`src/sv/asfe_ram.sv`:
```
// Generic single-write, single-read RAM with registered read data.
`timescale 1ns / 1ps
module asfe_ram #(
  parameter int WIDTH = 8,
  parameter int DEPTH = 256
) (
  input  logic                     clk,
  input  logic                     we,
  input  logic [$clog2(DEPTH)-1:0] waddr,
  input  logic [WIDTH-1:0]         wdata,
  input  logic [$clog2(DEPTH)-1:0] raddr,
  output logic [WIDTH-1:0]         rdata
);

  logic [WIDTH-1:0] mem [DEPTH];

  always_ff @(posedge clk) begin
    if (we) begin
      mem[waddr] <= wdata;
    end
    rdata <= mem[raddr];
  end

endmodule

```
`config.mk`:
```
export PLATFORM = sky130hd
export DESIGN_NAME = asfe_ram
export DESIGN_NICKNAME = d
export VERILOG_FILES = /design/src/sv/asfe_ram.sv
export SDC_FILE = /design/constraint.sdc
export NUM_CORES = 2
export LEC_CHECK = 0
export BUFFER_PORTS_ARGS = -buffer_cell sky130_fd_sc_hd__buf_4
export CORE_MARGIN = 4
export CORE_UTILIZATION = 63
export CTS_CLUSTER_DIAMETER = 60
export DETAILED_ROUTE_END_ITERATION = 16
export GPL_ROUTABILITY_DRIVEN = 0
export PLACE_DENSITY_LB_ADDON = 0.1
export SYNTH_ARGS = -nofsm -noshare
export SYNTH_HDL_FRONTEND = slang
export SYNTH_SLANG_ARGS = --single-unit
```
`constraint.sdc`:
```
create_clock -name clk -period 2.7 [get_ports clk]
set_input_delay 0.27 -clock clk [delete_from_list [all_inputs] [get_ports clk]]
set_output_delay 0.27 -clock clk [all_outputs]
set_load 0.03 [all_outputs]
```
**Word level (Yosys, flattened, before mapping)**

Memories as Yosys holds them, arrays and structs flattened. A register that Yosys moved wholly into a read port is not among the register bits.
Index checks and enable logic that the tools add are counted.

- Register bits after elaboration: 0
- Memory bits (writable): 2048
- Input bits: 26
- Output and inout port bits: 8
- Word-level logic and storage cells: 3
- Memories: 1

- Mux-type cells: 2

Memories:

| memory | words | bits a word | read ports | clocked after Yosys merged registers in | wr ports | RTL line | RTL |
|---|---|---|---|---|---|---|---|
| mem | 256 | 8 | 1 | 1 | 1 | 15 | `logic [WIDTH-1:0] mem [DEPTH];` |

Operators by type and width:

| cell | number |
|---|---|
| 2-to-1 mux 1 bit | 2 |

**Depth between registers and ports, before layout**

- Depth in word-level cells: 2
- Depth in mapped cells: 11
- Gate-level depth less buffers: 6

**Worst setup path before layout**

Ideal clock, no wire load.

- Path kind: input to register
- Start: input raddr[0]
- End: register rdata[2], read port of mem
- Library setup time: 0.131 ns
- Data arrival time: 2.077 ns
- Data required time: 2.569 ns
- Slack: 0.492 ns
- Stages on the path: 9
- Path buffers: 4
- Path through: buf_6 -> buf_12 -> buf_8 -> buf_2 -> mux4_2 -> a22oi_1 -> a21oi_1 -> nor4_1 -> nor4_2

RTL lines:

| item | RTL line | RTL |
|---|---|---|
| from (decl) | 11 | `input logic [$clog2(DEPTH)-1:0] raddr,` |
| to (decl) | 12 | `output logic [WIDTH-1:0] rdata` |

==> flow_metrics.tcl <==
set metrics [dict create \
    final_core_util 0.737 \
    synth_fp_nets 3759 \
    reg2reg_slack_ns 0.05 \
    coreArea_mm2 0.126 \
    syn2layout_area_growth_pct 16.3 \
    seqPwrFrac 0.537 \
    dpl.hpwl_um 126000 \
    dieArea_mm2 0.132 \
    swShare 0.209 \
    register_area_mm2 0.0617 \
    via_per_inst 6.68 \
    grt_pass1_wl_um 288000 \
    crit_chain "mux4_2, mux4_2, nor2_1, a2111oi_0, buf_4, nor3_1, buf_4, nor4_2" \
    synth_area_mm2 0.0796 \
    grt_start_max_net_pins 111 \
    start_util 0.634 \
    antenna_left 0 \
    finalCriticalPeriod_ns 2.65 \
    drcViolationCount 0 \
    cts.path.max_buffers 3 \
    arrival_ns 3.35 \
    holdPathEnd "mem[85][4]$_DFFE_PP_" \
    cts_tree "done" \
    fmax_mhz 377 \
    post_layout_nonfiller_instances 6189 \
    drv_slew 0 \
    avgSynthCellArea_um2 21.3 \
    wl_um 197000 \
    antenna_found_initial 8 \
    hp-start "wdata[4]" \
    cp-end-kind "flop" \
    drt-wirelength-per-cell_um 31.8 \
    grt_overflow 0 \
    place_inst 5814 \
    slowest_stage "nor3_1" \
    cp-startpoint "mem[136][0]$_DFFE_PP_" \
    synth-edff-count 2048 \
    yosysWarnings 0 \
    holdPathStages 1 \
    grt_pass1_vias 41800 \
    dieWidth_um 363 \
    tightest_slew_ns 0.879 \
    setup.worst_path.start_class "flop" \
    power_frac_clock 0.408 \
    maxCapViolCount 0 \
    rows 130 \
    clock_sinks 2056 \
    powerDensity_mw_per_mm2 710 \
    synth.distinct_cells 55 \
    status "completed" \
    fin_skew_ns 0.0275 \
    p_int_mw 52.0 \
    final.setup.tns_ns 0 \
    setup_viol 0 \
    path_class "reg -> reg" \
    leakage_nw 30.1 \
    cp.required_ns 3.40 \
    ys.flop_type "edfxtp_1" \
    r2r-start "mem[136][0]$_DFFE_PP_" \
    cts-root-buf "clkbuf_16" \
    syn_inst 3733 \
    clk_pin_slew_ns 0.06 \
    final_nets 4394 \
    first_iter_violations 5617 \
    die_h_um 363 \
    relSlewSlack 0.409 \
    pwr-share-comb 0.055 \
    critPathMaxFanout 1 \
    gr-usage-all-layers 0.306 \
    h-tree-depth 4 \
    ir_drop_v 0.000715 \
    clk_latency_ns 0.83 \
    portBuffers 33 \
    hold_class "in -> reg" \
    reg2reg_to "rdata[0]$_DFF_P_" \
    drive_gt1_frac 0.314 \
    period_share 0.983 \
    p_switching_mw 13.7 \
    yosys_register_bits 2056 \
    cts_inserted_buffers 197 \
    holdWs_ns 0.101 \
    rsz0062_at_grt "no" \
    async_reset_ff_frac 0 \
    multi_input_area_mm2 0.0165 \
    max_stage_delay_ns 0.54 \
    ys_seq_area_frac 0.775 \
    p_total_mw 65.7 \
    pin_count 34 \
    rr_worst_depth 8 \
    num_vias 41300 \
    first_pass_iters 6 \
    num-fill-cells 7042 \
    finalHoldViolCount 0 \
]
[power by group through the flow]
stage                     clock network, mW  logic, mW  registers, mW
after global routing                   28.6       3.80           35.2
final                                  26.8       3.63           35.2
after global placement                    0       3.53           35.9
after CTS                              27.1       3.63           35.2
after floorplan                           0       1.71           35.9
after detailed placement                  0       3.61           35.9
[cells by family (layout without fill, tap and decap cells)]
| logic type | after synthesis | after routing | synth area share |
|---|---|---|---|
| AOI/OAI and AO/OA | 385 | 385 | 0.0342 |
| buffers and inverters | 235 | 1039 | 0.0183 |
| DFF | 2056 | 2056 | 0.775 |
| muxes | 591 | 591 | 0.146 |
| other | 0 | 2 | 0 |
| and+or+nand+nor | 466 | 466 | 0.0263 |
[worst max-delay path by stage]
stage / endpoint / slack (ns) / depth (start not counted)
finish: rdata[0]$_DFF_P_ / 0.05 / 8
global route: rdata[2]$_DFF_P_ / 0.01 / 9
CTS: rdata[0]$_DFF_P_ / 0.00004 / 8
detailed placement: rdata[0]$_DFF_P_ / -0.48 / 11
global placement: rdata[7]$_DFF_P_ / -0.57 / 10
floorplan: rdata[2]$_DFF_P_ / 0.49 / 9
[layer usage]
layer / global-route usage / up-vias / routed length [um]
met5: 0 / - / 72
met4: 0.106 / 10 / 7130
met3: 0.0637 / 404 / 20300
met2: 0.482 / 2402 / 95600
met1: 0.437 / 21500 / 73800
li1: - / 17000 / -
[timing repair]
action / 4_1_cts / 5_1_grt
endpoints found under the setup margin: 0 / 1
gates resized for setup: 0 / 1
endpoints found under the hold margin: 122 / 0
setup buffers: 0 / 0
hold buffers: 5 / 0
[worst max-delay path, delay by kind of cell (launching register included)]
| kind | cells | cell delay (ns) |
|---|---|---|
| buffers and inverters | 2 | 0.39 |
| flip-flops | 1 | 0.40 |
| AO/OA/AOI/OAI | 1 | 0.08 |
| multiplexers | 2 | 1.00 |
| AND/OR/NAND/NOR | 3 | 0.68 |
[cell usage in the layout (no fill, tap or decap), types with 33 or more instances in the layout]
master	synthesis	final
buf_4	27	583
edfxtp_1	2048	2048
buf_12	8	71
clkinv_2	0	39
clkbuf_1	111	39
o221ai_1	46	46
nand2_1	33	33
mux4_2	454	454
a22oi_1	133	133
clkinv_1	1	47
clkbuf_16	0	201
a21oi_1	96	96
nand3_1	34	34
nor2_1	282	279
mux2i_1	134	134
[synthesized netlist by cell type, drive strengths merged (8+ instances only)]
cell / number / area, um2
o221ai: 47 / 418
nand4: 10 / 62.6
buf: 122 / 1030
nor2: 282 / 1060
nor4: 27 / 188
o211ai: 10 / 75.1
a22oi: 133 / 998
nor2b: 31 / 194
a211oi: 16 / 120
edfxtp: 2048 / 61500
nor3: 22 / 110
o21ai: 12 / 60.1
o22ai: 28 / 175
clkbuf: 111 / 417
mux4: 456 / 10300
nand2b: 8 / 50.1
dfxtp: 8 / 160
a21oi: 96 / 480
nand3: 34 / 170
a22o: 8 / 70.1
a221oi: 14 / 129
nand2: 33 / 124
mux2i: 134 / 1340
[area by class of cell]
| type | instances | area share |
|---|---|---|
| multi-input combinational | 1442 | 0.178 |
| timing repair buffer | 669 | 0.0647 |
| clock inverter | 125 | 0.0118 |
| clock buffer | 243 | 0.0564 |
| tap | 1650 | 0.0223 |
| inverter | 2 | 0.0000811 |
| sequential | 2056 | 0.666 |
| antenna | 2 | 0.0000541 |
[metrics by stage]
stage / area [um2] / setup WS (ns)
3_3_place_gp: 86100 / -0.565
5_1_grt: 92500 / 0.0107
6_report: 92500 / 0.0464
3_5_place_dp: 86100 / -0.482
2_1_floorplan: 79600 / 0.492
4_1_cts: 92500 / 0.0000417
[state kept, by name, indices dropped and copies added (netlist names)]
signal and count:
rdata 8, mem 2048
No activity file was read; power rests on OpenSTA's default activity.
