### src/sv/asfe_pkg.sv
// Shared constants, item types and sequencer states of the adaptive Shannon-Fano encoder.
`timescale 1ns / 1ps
package asfe_pkg;

  localparam int MAX_CODE_BITS = 16;
  localparam int COUNT_BITS    = 24;
  localparam int NSYM          = 258;
  localparam int SYM_W         = 9;
  localparam int MAX_OUT       = 4;
  localparam int ACC_BITS      = 64;
  localparam int ACC_CNT_W     = $clog2(ACC_BITS + 1);
  localparam int ACC_IDX_W     = $clog2(ACC_BITS);
  localparam int LEN_W         = $clog2(MAX_CODE_BITS + 2);
  localparam int CODE_IDX_W    = $clog2(MAX_CODE_BITS);
  localparam int SUM_W         = COUNT_BITS + SYM_W;
  localparam int PASS_LIMIT    = 80;
  localparam int PASS_W        = $clog2(PASS_LIMIT + 1);
  localparam int OUT_CNT_W     = $clog2(MAX_OUT + 1);
  localparam int SEG_W         = 2 * SYM_W;
  localparam int PCODE_W       = LEN_W + MAX_CODE_BITS;

  localparam logic [SYM_W-1:0]      ESC_SYM   = SYM_W'(256);
  localparam logic [SYM_W-1:0]      END_SYM   = SYM_W'(257);
  localparam logic [COUNT_BITS-1:0] COUNT_MAX = '1;

  localparam logic OP_ENCODE = 1'b0;
  localparam logic OP_FLUSH  = 1'b1;

  typedef struct packed {
    logic       opcode;
    logic [7:0] data_byte;
  } in_item_t;

  typedef struct packed {
    logic [7:0] out_byte;
    logic       last_of_run;
  } out_item_t;

  typedef struct packed {
    logic push;
    logic push_bit;
    logic pop;
    logic pop_last;
  } pack_ctl_t;

  typedef struct packed {
    logic [ACC_CNT_W-1:0] bit_cnt;
    logic                 out_free;
  } pack_sts_t;

  typedef enum logic [4:0] {
    S_INIT0, S_INIT1, S_IDLE, S_LK_POS, S_LK_CODE, S_PUSH, S_PAD, S_DRAIN,
    S_UPD, S_RM_POS, S_RM_RD, S_RM_WR, S_NEW_START, S_NEW_RD, S_NEW_CMP,
    S_OLD_POS, S_OLD_CNT, S_OLD_RD, S_OLD_CMP, S_PUT, S_RB_START, S_SEG,
    S_SUM, S_CUT, S_PUSHL, S_PUSHR, S_MARK, S_POP, S_HALVE
  } asfe_state_t;

endpackage

### src/sv/asfe_packer.sv
// Bit accumulator and output register that packs code bits into bytes, first bit on top.
`timescale 1ns / 1ps
module asfe_packer import asfe_pkg::*; (
  input  logic      clk,
  input  logic      rst_n,
  input  pack_ctl_t ctl,
  output pack_sts_t sts,
  output logic      out_valid,
  input  logic      out_ready,
  output out_item_t out_data
);

  logic [ACC_BITS-1:0]  acc_r, acc_nxt;
  logic [ACC_CNT_W-1:0] cnt_r, cnt_nxt;
  logic                 out_valid_r, out_valid_nxt;
  out_item_t            out_data_r, out_data_nxt;
  logic [ACC_IDX_W-1:0] ptr;

  assign ptr = ACC_IDX_W'(cnt_r - ACC_CNT_W'(8));

  always_comb begin
    acc_nxt       = acc_r;
    cnt_nxt       = cnt_r;
    out_valid_nxt = out_valid_r;
    out_data_nxt  = out_data_r;
    // Bits past a full accumulator are dropped.
    if (ctl.push && (cnt_r < ACC_CNT_W'(ACC_BITS))) begin
      acc_nxt = {acc_r[ACC_BITS-2:0], ctl.push_bit};
      cnt_nxt = cnt_r + ACC_CNT_W'(1);
    end
    if (ctl.pop) begin
      cnt_nxt                  = cnt_r - ACC_CNT_W'(8);
      out_valid_nxt            = 1'b1;
      out_data_nxt.out_byte    = acc_r[ptr +: 8];
      out_data_nxt.last_of_run = ctl.pop_last;
    end else if (out_ready) begin
      out_valid_nxt = 1'b0;
    end
  end

  always_ff @(posedge clk) begin
    if (!rst_n) begin
      cnt_r       <= '0;
      out_valid_r <= 1'b0;
    end else begin
      cnt_r       <= cnt_nxt;
      out_valid_r <= out_valid_nxt;
    end
  end

  always_ff @(posedge clk) begin
    acc_r      <= acc_nxt;
    out_data_r <= out_data_nxt;
  end

  assign sts.bit_cnt  = cnt_r;
  assign sts.out_free = !out_valid_r || out_ready;
  assign out_valid    = out_valid_r;
  assign out_data     = out_data_r;

endmodule

### config.mk
export PLATFORM = sky130hd
export DESIGN_NAME = asfe_packer
export DESIGN_NICKNAME = d
export VERILOG_FILES = /design/src/sv/asfe_pkg.sv /design/src/sv/asfe_packer.sv
export SDC_FILE = /design/constraint.sdc
export NUM_CORES = 1
export LEC_CHECK = 0
export BUFFER_PORTS_ARGS = -buffer_cell sky130_fd_sc_hd__buf_4
export CORE_UTILIZATION = 56
export DETAILED_ROUTE_END_ITERATION = 8
export PLACE_DENSITY = 0.75
export SLEW_MARGIN = 20
export SYNTH_ARGS = -nofsm -noshare
export SYNTH_HDL_FRONTEND = slang
export SYNTH_SLANG_ARGS = --single-unit
### constraint.sdc
create_clock -name clk -period 7.4 [get_ports clk]
set_input_delay 1.48 -clock clk [delete_from_list [all_inputs] [get_ports clk]]
set_output_delay 1.48 -clock clk [all_outputs]
set_load 0.01 [all_outputs]
Yosys cells after proc, flatten, opt, wreduce, memory -nomap -nowiden --
Cells that the tools add are included.
Storage, ports and cells: flip-flop bits (word level) 81, input port bits 7, output and inout bits 18, word-level logic and storage cells 18
Cells by class: add/sub/neg operators 2, order comparisons 1, shift operators 1, multiplexer cells 4, reductions and logical operators 5
Operator list (number):
- $shiftx 64x7->8 | 1
- $mux 7 | 2
- $add 7x1->7 const B | 1
- $lt 7x7->1 const B | 1
- $sub 7x4->7 const B | 1
- $reduce_bool 2->1 | 2
- $mux 1 | 2
- $logic_and 1x1->1 | 1
- $logic_not 1->1 | 1
- $logic_or 1x1->1 | 1

Logic depth before layout (Yosys ltp) --
depth after elaboration 4, depth in mapped cells 12

Least setup slack after synthesis --
No wires, ideal clock.
path type input-to-reg, from input port ctl[3] (netlist name), to register acc_r[0], enable pin, library setup time 0.418 ns, arrival 2.856 ns, slack 4.126 ns, cell stages on the path 2, buffers on the path 0, cell sequence nand2b_1 inv_1
On the way: word-level cells in the longest chain between the ends 1
RTL lines:
- start, declared | line asfe_packer.sv:6 | input pack_ctl_t ctl,
- $logic_and 1x1->1 | line asfe_packer.sv:27 | if (ctl.push && (cnt_r < ACC_CNT_W'(ACC_BITS))) begin
- end signal, assigned | line asfe_packer.sv:52 | acc_r <= acc_nxt;
- end, declared | line asfe_packer.sv:13 | logic [ACC_BITS-1:0] acc_r, acc_nxt;
No other way between the ends. A chain may end at the register's enable or synchronous reset.

==> flow_metrics.env <==
export IMPL_fin_crit_sh=0.452
export IMPL_cts_root_buf="clkbuf_8"
export IMPL_clock_path_buffers=2
export IMPL_hp_class="register to register"
export IMPL_timing_critical_path_arrival_ps=1870
export IMPL_p_total_mw=1.29
export IMPL_synth_seq_cells=81
export IMPL_fin_crit_ps=3350
export IMPL_antenna_cells=0
export IMPL_die_area_um2=9550
export IMPL_start_util=0.583
export IMPL_first_iter_violations=440
export IMPL_drt_wl_total_um=11100
export IMPL_wl_per_cell_um=21.1
export IMPL_critPathMaxFanout=2
export IMPL_max_freq_mhz=299
export IMPL_dpl_hpwl_um=7540
export IMPL_postLayoutCoreUtil=0.628
export IMPL_reg2reg_slack_ps=4650
export IMPL_post_cts_buffers=0
export IMPL_violations="design-rule violations"
export IMPL_cts_buffers=9
export IMPL_cts_tree="done"
export IMPL_nets=424
export IMPL_vdd_ir_drop_max_mv=0.104
export IMPL_grt_start_max_net_pins=77
export IMPL_holdWs_ps=481
export IMPL_fill_cells=691
export IMPL_end_kind="output pin"
export IMPL_ys_types=61
export IMPL_first_pass_iters=7
export IMPL_grt_first_pass_wirelength_um=17500
export IMPL_ios=25
export IMPL_setup_viol=0
export IMPL_syn_area_per_cell_um2=12.6
export IMPL_antenna_found_initial=0
export IMPL_max_cap_violations=0
export IMPL_seq_area_frac_synth=0.458
export IMPL_ys_warn_count=0
export IMPL_cp_startpoint="out_ready"
export IMPL_vias=3666
export IMPL_die_y_um=97.7
export IMPL_hold_viol=0
export IMPL_synth_fp_nets=416
export IMPL_slew_violations=0
export IMPL_worst_pin_slew_ps=1020
export IMPL_core_area_um2=8810
export IMPL_async_flop_share=0
export IMPL_cts_resized=0
export IMPL_place_gp_congestion=0.907
export IMPL_power_density_nw_per_um2=233
export IMPL_cts_clk_slew_worst_paths_ps=90
export IMPL_syn_cell_area_um2=5130
export IMPL_drc=12
export IMPL_stdcell_count=527
export IMPL_dp_cells=511
export IMPL_cts_sinks=81
export IMPL_fin_ws_ps=4050
export IMPL_p_leak_nw=1.83
export IMPL_io_buffer_count=24
export IMPL_place_ws_ps=4050
export IMPL_grt_ovfl_total=0
export IMPL_grt_usage=0.238
export IMPL_synth_main_ff_cell="edfxtp_1"
export IMPL_rsz0062_at_grt="no"
export IMPL_timing_slew_headroom=0.323
export IMPL_clk_latency_ps=360
export IMPL_finalSetupTns_ps=0
export IMPL_fin_area_um2=5530
export IMPL_critPathLaunchType="input port"
export IMPL_drive_gt1_frac=0.222
export IMPL_hp_start="acc_r[0]"
export IMPL_antenna_left=0
export IMPL_ctsHoldBuffers=0
export IMPL_area_growth_syn_to_layout_pct=7.83
export IMPL_fin_worst_skew_ps=9.12
export IMPL_row_count=34
export IMPL_required_ps=5920
export IMPL_synth_edf_count=73
export IMPL_criticalPathCategory="input port to output pin"
export IMPL_h_tree_depth=3
export IMPL_dpl_cell_area_um2=5290
export IMPL_netlist_instances=406
export IMPL_outcome="finished, violations left"
export IMPL_post_drt_via_cell_ratio=6.96
export IMPL_grt_pass1_vias=3222
export IMPL_die_w_um=97.7
export IMPL_reg2reg_from="cnt_r[3]"
-- synthesized netlist by cell type, types with 3 or more instances --
cell / number / area (um^2)
a211oi_1: 7 / 52.6
a21oi_1: 9 / 45.0
a22o_1: 4 / 35.0
a22oi_1: 6 / 45.0
a31oi_1: 3 / 18.8
a32oi_1: 3 / 26.3
and2_1: 7 / 43.8
and3_1: 4 / 25.0
buf_2: 13 / 65.1
buf_4: 3 / 22.5
buf_6: 5 / 56.3
clkbuf_1: 7 / 26.3
dfxtp_1: 8 / 160
edfxtp_1: 73 / 2190
ha_1: 3 / 37.5
inv_1: 6 / 22.5
mux2_2: 15 / 169
mux2i_1: 31 / 310
mux4_1: 9 / 236
mux4_2: 27 / 608
nand2_1: 39 / 146
nand2b_1: 7 / 43.8
nand3_1: 17 / 85.1
nand4_1: 3 / 18.8
nor2_1: 16 / 60.1
nor2b_1: 3 / 18.8
nor3_1: 6 / 30.0
nor4_1: 3 / 18.8
o211ai_1: 5 / 37.5
o21ai_0: 14 / 70.1
o22ai_1: 7 / 43.8
o31ai_1: 3 / 22.5
or3_1: 4 / 25.0
xnor2_1: 3 / 26.3
-- routing by layer --
layer,up-vias,GRT usage,part of all wire
met5,-,0,0
met4,0,0.0886,0.018
met3,21,0.0379,0.059
met2,165,0.348,0.46
met1,1829,0.362,0.46
li1,1651,-,-
-- where the power goes --
part           internal (mW)  total [mW]  switching, mW
Clock                  0.224       0.389          0.165
Combinational          0.137       0.300          0.163
Sequential             0.560       0.602         0.0422
-- sequential cells by signal, indices dropped and copies added (netlist names) --
register	flops
out_data	9
cnt_r	7
acc_r	64
out_valid	1
-- worst max-delay path, stage by stage --
cell      delay, ps
buf_4           100
nand2b_1        140
buf_4           140
-- layout make-up --
class | instances | area (um^2) | area share
multi-input cells | 287 | 2560 | 0.463
flip-flops and latches | 81 | 2360 | 0.426
repair buffers | 28 | 210 | 0.0380
well taps | 108 | 135 | 0.0244
clock buffers | 9 | 124 | 0.0224
clock inverters | 7 | 119 | 0.0215
inverters | 7 | 26.3 | 0.00475
-- kinds of logic after synthesis --
kind of cell,after synthesis,share of synthesized area
multiplexers,82,0.258
AO/OA/AOI/OAI,82,0.115
adder cells (fa/ha/maj),3,0.00731
buffers and inverters,38,0.0424
flip-flops,81,0.458
AND/OR/NAND/NOR,115,0.109
XOR/XNOR,5,0.0100
-- path summary, 6_finish.rpt --
path,end,cells after the start
max,sts[0],3
min,acc_r[1],0
max reg2reg,out_data[3],7
min reg2reg,acc_r[1],0
-- layout by cell type, fill, tap and decap left out, drive strengths merged, types with 8 or more instances in the layout --
cell / n
dfxtp: 8
and2: 8
buf: 28
mux4: 36
mux2: 15
clkbuf: 9
nand3: 17
a21oi: 9
mux2i: 31
nand2: 39
edfxtp: 73
nor2: 16
o21ai: 15
No activity file was read; power rests on OpenSTA's default activity.
